**src/srmmv_pkg.sv**
```systemverilog
`timescale 1ns / 1ps

package srmmv_pkg;

  localparam int unsigned DataW = 32;

  typedef enum logic [2:0] {
    StIdle,
    StSquare,
    StAccum,
    StFinSum,
    StFinScale,
    StFinDivisor,
    StDivide,
    StDone
  } state_e;

endpackage

```
**src/sample_run_min_max_variance.sv**
```systemverilog
`timescale 1ns / 1ps

// Run statistics over unsigned 32-bit timing samples. Each sample arrives as one item on
// the slave stream, and the item with tlast high closes the run. For the run the block keeps a
// wrapping sum, a wrapping sum of squares, the count and the minimum and maximum. On the closing
// item it sends one result item with the minimum, the maximum, their spread and the modular
// variance ((n*sumsq) - sum*sum) / (n*n), all taken mod 2^32. Then all accumulators clear.
// Samples past MAX_SAMPLES in one run are dropped and flagged in tuser. All products are made
// by one shared 32x32 multiplier, and the quotient by a restoring divider that finds one bit
// per cycle. Each sample goes through accept, square and accumulate steps. The closing sample
// then takes 3 multiplier steps and 32 divider steps before the output register is loaded,
// after any wait for the previous result to be taken. New samples are accepted while
// a finished result still waits in the output register.
module sample_run_min_max_variance #(
  parameter int unsigned MAX_SAMPLES = 4096
) (
  input  logic         clk_i,
  input  logic         rst_ni,
  input  logic         s_axis_tvalid_i,
  output logic         s_axis_tready_o,
  input  logic [31:0]  s_axis_tdata_i,   // sample
  input  logic         s_axis_tlast_i,   // last
  output logic         m_axis_tvalid_o,
  input  logic         m_axis_tready_i,
  output logic [127:0] m_axis_tdata_o,   // min_value, max_value, spread, variance
  output logic         m_axis_tuser_o    // too_many
);

  localparam int unsigned DW   = srmmv_pkg::DataW;
  localparam int unsigned CntW = $clog2(MAX_SAMPLES + 1);
  localparam int unsigned DivCntW = $clog2(DW);
  localparam logic [CntW-1:0] CntMax = CntW'(MAX_SAMPLES);
  localparam logic [DivCntW-1:0] DivLast = DivCntW'(DW - 1);

  srmmv_pkg::state_e state_q, state_d;

  logic [DW-1:0]      sample_q;
  logic               last_q;
  logic [DW-1:0]      prod_q;
  logic [DW-1:0]      sum_q, sumsq_q, min_q, max_q;
  logic [CntW-1:0]    cnt_q;
  logic               overrun_q;
  logic [DW-1:0]      sq_q;
  logic [DW-1:0]      divisor_q;
  logic [DW-1:0]      quot_q, rem_q;
  logic [DivCntW-1:0] div_cnt_q;
  logic               out_valid_q;
  logic [127:0]       out_data_q;
  logic               out_user_q;

  logic [DW-1:0] mul_a, mul_b, mul_p;
  logic [DW-1:0] cnt_ext;
  logic [DW:0]   trial;
  logic          in_acc, out_free, cnt_full;

  assign cnt_ext  = {{(DW - CntW){1'b0}}, cnt_q};
  assign cnt_full = (cnt_q == CntMax);
  assign in_acc   = s_axis_tvalid_i && s_axis_tready_o;
  assign out_free = !out_valid_q || m_axis_tready_i;
  assign mul_p    = DW'(mul_a * mul_b);
  // restoring step: shift in the next dividend bit, try the subtract
  assign trial    = {rem_q, quot_q[DW-1]} - {1'b0, divisor_q};

  always_comb begin
    state_d = state_q;
    case (state_q)
      srmmv_pkg::StIdle:       if (in_acc) state_d = srmmv_pkg::StSquare;
      srmmv_pkg::StSquare:     state_d = srmmv_pkg::StAccum;
      srmmv_pkg::StAccum:      state_d = last_q ? srmmv_pkg::StFinSum : srmmv_pkg::StIdle;
      srmmv_pkg::StFinSum:     state_d = srmmv_pkg::StFinScale;
      srmmv_pkg::StFinScale:   state_d = srmmv_pkg::StFinDivisor;
      srmmv_pkg::StFinDivisor: state_d = srmmv_pkg::StDivide;
      srmmv_pkg::StDivide:     if (div_cnt_q == DivLast) state_d = srmmv_pkg::StDone;
      srmmv_pkg::StDone:       if (out_free) state_d = srmmv_pkg::StIdle;
      default:                 state_d = srmmv_pkg::StIdle;
    endcase
  end

  always_comb begin
    s_axis_tready_o = 1'b0;
    mul_a           = sample_q;
    mul_b           = sample_q;
    case (state_q)
      srmmv_pkg::StIdle:       s_axis_tready_o = 1'b1;
      srmmv_pkg::StFinSum: begin
        mul_a = sum_q;
        mul_b = sum_q;
      end
      srmmv_pkg::StFinScale: begin
        mul_a = sumsq_q;
        mul_b = cnt_ext;
      end
      srmmv_pkg::StFinDivisor: begin
        mul_a = cnt_ext;
        mul_b = cnt_ext;
      end
      default: begin
        mul_a = sample_q;
        mul_b = sample_q;
      end
    endcase
  end

  always_ff @(posedge clk_i or negedge rst_ni) begin
    if (!rst_ni) begin
      state_q     <= srmmv_pkg::StIdle;
      sum_q       <= '0;
      sumsq_q     <= '0;
      min_q       <= '0;
      max_q       <= '0;
      cnt_q       <= '0;
      overrun_q   <= 1'b0;
      div_cnt_q   <= '0;
      out_valid_q <= 1'b0;
    end else begin
      state_q <= state_d;
      if (state_q == srmmv_pkg::StDone && out_free) begin
        out_valid_q <= 1'b1;
      end else if (m_axis_tready_i) begin
        out_valid_q <= 1'b0;
      end
      case (state_q)
        srmmv_pkg::StAccum: begin
          if (cnt_full) begin
            overrun_q <= 1'b1;
          end else begin
            if (cnt_q == '0 || sample_q < min_q) min_q <= sample_q;
            if (cnt_q == '0 || sample_q > max_q) max_q <= sample_q;
            sum_q   <= sum_q + sample_q;
            sumsq_q <= sumsq_q + prod_q;
            cnt_q   <= cnt_q + 1'b1;
          end
        end
        srmmv_pkg::StFinDivisor: div_cnt_q <= '0;
        srmmv_pkg::StDivide:     div_cnt_q <= div_cnt_q + 1'b1;
        srmmv_pkg::StDone: begin
          if (out_free) begin
            sum_q       <= '0;
            sumsq_q     <= '0;
            min_q       <= '0;
            max_q       <= '0;
            cnt_q       <= '0;
            overrun_q   <= 1'b0;
          end
        end
        default: ;
      endcase
    end
  end

  always_ff @(posedge clk_i) begin
    if (in_acc) begin
      sample_q <= s_axis_tdata_i;
      last_q   <= s_axis_tlast_i;
    end
    case (state_q)
      srmmv_pkg::StSquare:     prod_q <= mul_p;
      srmmv_pkg::StFinSum:     sq_q <= mul_p;
      srmmv_pkg::StFinScale: begin
        quot_q <= mul_p - sq_q;
        rem_q  <= '0;
      end
      srmmv_pkg::StFinDivisor: divisor_q <= mul_p;
      srmmv_pkg::StDivide: begin
        if (!trial[DW]) begin
          rem_q  <= trial[DW-1:0];
          quot_q <= {quot_q[DW-2:0], 1'b1};
        end else begin
          rem_q  <= {rem_q[DW-2:0], quot_q[DW-1]};
          quot_q <= {quot_q[DW-2:0], 1'b0};
        end
      end
      srmmv_pkg::StDone: begin
        if (out_free) begin
          out_data_q <= {(divisor_q == '0) ? {DW{1'b0}} : quot_q, max_q - min_q, max_q, min_q};
          out_user_q <= overrun_q;
        end
      end
      default: ;
    endcase
  end

  assign m_axis_tvalid_o = out_valid_q;
  assign m_axis_tdata_o  = out_data_q;
  assign m_axis_tuser_o  = out_user_q;

  // overrun only once the count is full
  assert property (@(posedge clk_i) disable iff (!rst_ni) overrun_q |-> cnt_full)
    else $error("overrun flag set with count below maximum");

  assert property (@(posedge clk_i) disable iff (!rst_ni)
    (cnt_q != '0) |-> (min_q <= max_q))
    else $error("running minimum above running maximum");

  assert property (@(posedge clk_i) disable iff (!rst_ni)
    in_acc |=> (state_q == srmmv_pkg::StSquare))
    else $error("accepted item did not start the square step");

  // a new result is loaded only from the done state
  assert property (@(posedge clk_i) disable iff (!rst_ni)
    (state_q != srmmv_pkg::StDone) |=> !$rose(out_valid_q))
    else $error("result loaded outside the done state");

  assert property (@(posedge clk_i) disable iff (!rst_ni)
    (state_q == srmmv_pkg::StDone && out_free) |=> (cnt_q == '0 && !overrun_q))
    else $error("accumulators not cleared after result");

endmodule

```
**config.mk**
```make
export PLATFORM = sky130hd
export DESIGN_NAME = sample_run_min_max_variance
export DESIGN_NICKNAME = d
export VERILOG_FILES = /design/src/srmmv_pkg.sv /design/src/sample_run_min_max_variance.sv
export SDC_FILE = /design/constraint.sdc
export NUM_CORES = 2
export LEC_CHECK = 0
export BUFFER_PORTS_ARGS = -buffer_cell sky130_fd_sc_hd__buf_2
export CAP_MARGIN = 25
export CORE_ASPECT_RATIO = 0.75
export CORE_UTILIZATION = 30
export CTS_BUF_LIST = sky130_fd_sc_hd__clkbuf_2
export CTS_CLUSTER_DIAMETER = 200
export DETAILED_ROUTE_END_ITERATION = 8
export SLEW_MARGIN = 10
export SYNTH_ARGS = -nofsm -noshare
export SYNTH_HDL_FRONTEND = slang
export SYNTH_SLANG_ARGS = --single-unit
```
**constraint.sdc**
```tcl
create_clock -name clk_i -period 14.5 [get_ports clk_i]
set_input_delay 1.45 -clock clk_i [delete_from_list [all_inputs] [get_ports clk_i]]
set_output_delay 1.45 -clock clk_i [all_outputs]
set_load 0.01 [all_outputs]
```
* Yosys cells after proc, flatten, opt, wreduce, memory -nomap -nowiden
Cells that the tools add are included.
W data, S select, Z words.
** Word-level totals
- Output and inout port bits :: 131
- Flip-flop bits (word level) :: 473
- Logic and storage cells :: 97
- Bits of input ports :: 37
** Operators by class
- Eq/ne operators :: 16
- $lt $le $gt $ge :: 2
- Add/subtract/negate cells :: 7
- Multipliers :: 1
- Reductions and logical operators :: 20
- Mux-type cells :: 32
** Operators with widths (number)
- $pmux W32 S2 :: 7
- $mux W32 :: 8
- $pmux W32 S3 :: 1
- $add A32 B32 Y32 :: 2
- $sub A32 B32 Y32 :: 2
- $sub A33 B32 Y33 :: 1
- $gt A32 B32 Y1 :: 1
- $logic_not A32 Y1 :: 1
- $lt A32 B32 Y1 :: 1
- $mul A32 B32 Y32 :: 1
- $mux W13 :: 2
- $pmux W13 S2 :: 1
- $pmux W3 S8 :: 1
- $ne A2 B2 Y1 const B :: 7
- $add A13 B1 Y13 const B :: 1
- $eq A13 B13 Y1 const B :: 1
- $logic_not A13 Y1 :: 1
- $eq A3 B3 Y1 const B :: 4
- $pmux W5 S2 :: 1
- $mux W3 :: 3
- $reduce_and A3 Y1 :: 3
- $reduce_and A4 Y1 :: 2
- $reduce_bool A2 Y1 :: 4
- $eq A3 B2 Y1 const B :: 2
- other kinds (12) :: 20

* Logic depth before layout (Yosys ltp)
- Depth after elaboration :: 6
- Gate-level depth with buffers :: 46
- Mapped depth without buffers :: 41

* Worst setup path before layout
OpenSTA, ideal clock, no wires.
- Kind :: register to register
- Start point :: register state_q[0]
- End point :: register quot_q[31] (data pin)
- Cell stages (with the launch flop) :: 39
- Path slack :: 3.947 ns
- Data arrival time :: 10.282 ns
- Data required time :: 14.230 ns
- Setup time :: 0.270 ns
- Cells stage by stage :: dfrtp_1 -> buf_6 -> nand3b_4 -> inv_2 -> buf_6 -> buf_2 -> buf_1 -> a221oi_1 -> clkbuf_1 -> nor2_1 -> fa_1 -> fa_1 -> fa_1 -> inv_1 -> fa_1 -> inv_1 -> ha_1 -> ha_1 -> [3 not listed] -> and3_1 -> a31oi_1 -> o21ai_0 -> a31o_2 -> and2_1 -> o31a_1 -> o31a_1 -> o31a_1 -> nor2_1 -> ha_1 -> and3_1 -> a221o_1 -> a221oi_1 -> o2111ai_1 -> o211ai_1 -> xor2_1 -> xnor2_1 -> a21oi_1
** On the way
- Longest elaborated chain between the ends :: 6
** RTL lines
- start: declaration :: RTL line sample_run_min_max_variance.sv:35 : srmmv_pkg::state_e state_q, state_d;
- start signal: assignment :: RTL line sample_run_min_max_variance.sv:106 : state_q <= srmmv_pkg::StIdle;
- start signal: assignment :: RTL line sample_run_min_max_variance.sv:116 : state_q <= state_d;
- $eq A3 B3 Y1 :: RTL line sample_run_min_max_variance.sv:83 : case (state_q)
- $reduce_or A2 Y1 (no source line)
- $pmux W32 S2 :: RTL line sample_run_min_max_variance.sv:83
- $mul A32 B32 Y32 * :: RTL line sample_run_min_max_variance.sv:60 : assign mul_p = DW'(mul_a * mul_b);
- named net mul_p[21] :: RTL line sample_run_min_max_variance.sv:51 : logic [DW-1:0] mul_a, mul_b, mul_p;
- $sub A32 B32 Y32 * :: RTL line sample_run_min_max_variance.sv:160 : quot_q <= mul_p - sq_q;
- $pmux W32 S2 * :: RTL line sample_run_min_max_variance.sv:156 : case (state_q)
- end signal: assignment :: RTL line sample_run_min_max_variance.sv:160
- end signal: assignment :: RTL line sample_run_min_max_variance.sv:167 : quot_q <= {quot_q[DW-2:0], 1'b1};
- end signal: assignment :: RTL line sample_run_min_max_variance.sv:170 : quot_q <= {quot_q[DW-2:0], 1'b0};
- end: declaration :: RTL line sample_run_min_max_variance.sv:45 : logic [DW-1:0] quot_q, rem_q;
Mark *: on every way through the listed nets, which the timed path passes. The rest lies on a longest branch.
A chain may end at the register's enable or synchronous reset.

* Worst setup path after layout
- Start point :: register state_q[0]
- End point :: register quot_q[29] (data pin)
The elaborated chain is that of the path after synthesis.

==> impl_metrics.tcl <==
set metrics [dict create \
    crit_path_max_fanout 60 \
    syn_area_mm2 0.0431 \
    dp.cells 6386 \
    finalNetCount 5428 \
    slowest_delay_ns 0.95 \
    cts_root_buffer "clkbuf_2" \
    async_flop_share 0.319 \
    track_usage 0.184 \
    io_pins 168 \
    synthTopCellsByArea "edfxtp_1 (22%), fa_1 (19%), ha_1 (10%)" \
    grt_max_degree 80 \
    crit_buf_inv 4 \
    hpwl_um 104000 \
    finClkSkew_ns 0.159 \
    synth_top_area_cell "edfxtp_1" \
    yosys.area.top_type_share 0.224 \
    synth_cells 4446 \
    max_freq_mhz 80.8 \
    routedWlPerCell_um 20.4 \
    vias 34100 \
    tns_ns 0 \
    slew_violations 0 \
    yosys_warnings 0 \
    crit_path_start_kind "flop" \
    tritoncts "built" \
    synth-edff-count 322 \
    criticalPathCategory "flop to flop" \
    synth_flop_cell "edfxtp_1" \
    viasPerCell 5.14 \
    cts.htree.levels 4 \
    outcome "completed" \
    drc_errors 0 \
    arrival_ns 13.43 \
    clk_latency_ns 1.40 \
    min_period_ns 12.38 \
    cp_slowest_cell "dfrtp_2" \
    ant_nets 0 \
    syn_to_final_growth_pct 10.2 \
    crit_family "adder cells" \
    ys_seq_area_frac 0.312 \
    synth_seq_cells 473 \
    grt_pass1_wl_um 204000 \
    cp_common_cell "fa_1" \
    dieArea_mm2 0.145 \
    yosys-top-cells-count "inv_1 (609), nand2_1 (508), fa_1 (413)" \
    path_clk_slew_ns 0.11 \
    fp.dieW_um 440 \
    maxCapViolations 0 \
    finalWirelength_um 135000 \
    cp.required_ns 15.55 \
    numPortBuffers 167 \
    worstMarginPinSlew_ns 1.19 \
    cts-buffers-inserted 132 \
    rsz0062_at_grt "false" \
    drt_pass1_iterations 7 \
    core_mm2 0.143 \
    ctsHoldBuffers 0 \
    fin_cells 6630 \
    clkSinkCount 473 \
    clk_path_buf_depth 3 \
    cts_resized 0 \
    first_global_vias 33200 \
    period_share 0.854 \
    post_cts_buffers 0 \
    place.gp.congestion 0.966 \
    gr-total-overflow 0 \
    drive_gt1_frac 0.105 \
    rows 120 \
    antenna_found_initial 4 \
    rrSetupSlack_ns 2.12 \
    post-synth-top-count-cell "inv_1" \
    syn_nets 5242 \
    synth.avg_cell_area_um2 9.70 \
    finalHoldViolCount 0 \
    setup_viol 0 \
    die_h_um 330 \
    drt_iter0_drc 3225 \
    worst_setup_path_end_kind "flop" \
    hold_path.class "input pin to async pin" \
    initial_utilization 0.302 \
    slew_headroom 0.207 \
    yosys.cell_types.count 85 \
]
## final cells by class
class                      count  area, um^2
antenna                        4        10.0
sequential                   473       13500
inverter                     610        2290
clock inverter                56         363
tap                         1891        2370
fill                       14600       95200
clock buffer                 181         906
multi-input combinational   3184       26800
timing repair buffer         231        1360
## logic make-up after synthesis
logic type / after synthesis / synth area share
DFF: 473 / 0.312
adders and majority gates: 759 / 0.292
and+or+nand+nor: 1316 / 0.137
AOI/OAI and AO/OA: 828 / 0.129
xor gates and xnor gates: 200 / 0.0421
muxes: 81 / 0.0189
buffers and inverters: 789 / 0.0701
## layout by cell type (no fill, tap or decap), types with 67 or more instances in the layout
master / netlist / final
nor2_1: 384 / 382
a21oi_1: 194 / 192
edfxtp_1: 322 / 322
a21o_1: 102 / 102
dfrtp_1: 151 / 149
fa_1: 413 / 413
xor2_1: 67 / 67
o21ai_0: 170 / 170
nand3_1: 102 / 102
xnor2_1: 128 / 127
ha_1: 346 / 346
clkbuf_2: 1 / 181
nand2_1: 508 / 507
inv_1: 609 / 608
buf_2: 20 / 166
mux2i_1: 78 / 78
## worst register-to-register path: cells and delay by family, from the launching register on
kind / cells / cell delay, ns
XOR/XNOR: 1 / 0.14
AO/OA/AOI/OAI: 12 / 3.82
adder cells (fa/ha/maj): 10 / 4.18
flip-flops: 1 / 0.95
AND/OR/NAND/NOR: 9 / 2.14
buffers and inverters: 4 / 0.88
## layer usage
layer	track usage	part of all wire	vias up
met4	0.0565	0.026	2
met5	0	0.000059	-
met1	0.266	0.45	16800
met2	0.265	0.42	1508
li1	-	-	15500
met3	0.0518	0.10	247
## registers in the layout, summed over array words and instances (netlist names), 5 cells and up
register / count
sq_q: 32
quot_q: 32
sumsq_q: 32
sum_q: 32
divisor_q: 32
m_axis_tdata_o: 128
min_q: 32
cnt_q: 13
div_cnt_q: 5
sample_q: 32
prod_q: 32
max_q: 32
rem_q: 32
## stage by stage
stage                util  instance area [um^2]  worst slack (ns)  hold slack, ns
global route        0.333                 47500              1.42           0.106
detailed placement  0.324                 46200              2.22           0.485
floorplan               -                 43100              3.95           0.441
finish              0.333                 47500              2.12           0.154
global placement    0.323                 46200              2.50           0.479
CTS                 0.333                 47500              2.21          0.0154
## final timing paths
kind / from / end / cells past startpoint
max in group asynchronous: rst_ni / sumsq_q[22]$_DFFE_PN0P_ / 3
worst max register to register: state_q[0]$_DFFE_PN0P_ / quot_q[29]$_DFFE_PP_ / 36
worst min register to register: max_q[8]$_DFFE_PN0P_ / m_axis_tdata_o[40]$_DFFE_PP_ / 0
worst max-delay path: state_q[0]$_DFFE_PN0P_ / quot_q[29]$_DFFE_PP_ / 36
worst min-delay path: rst_ni / min_q[19]$_DFFE_PN0P_ / 1
min in group clk_i: s_axis_tdata_i[10] / sample_q[10]$_DFFE_PP_ / 1
Power is not shown: default switching activity piles up to over one toggle a cycle in this logic, so the estimate is an artifact.
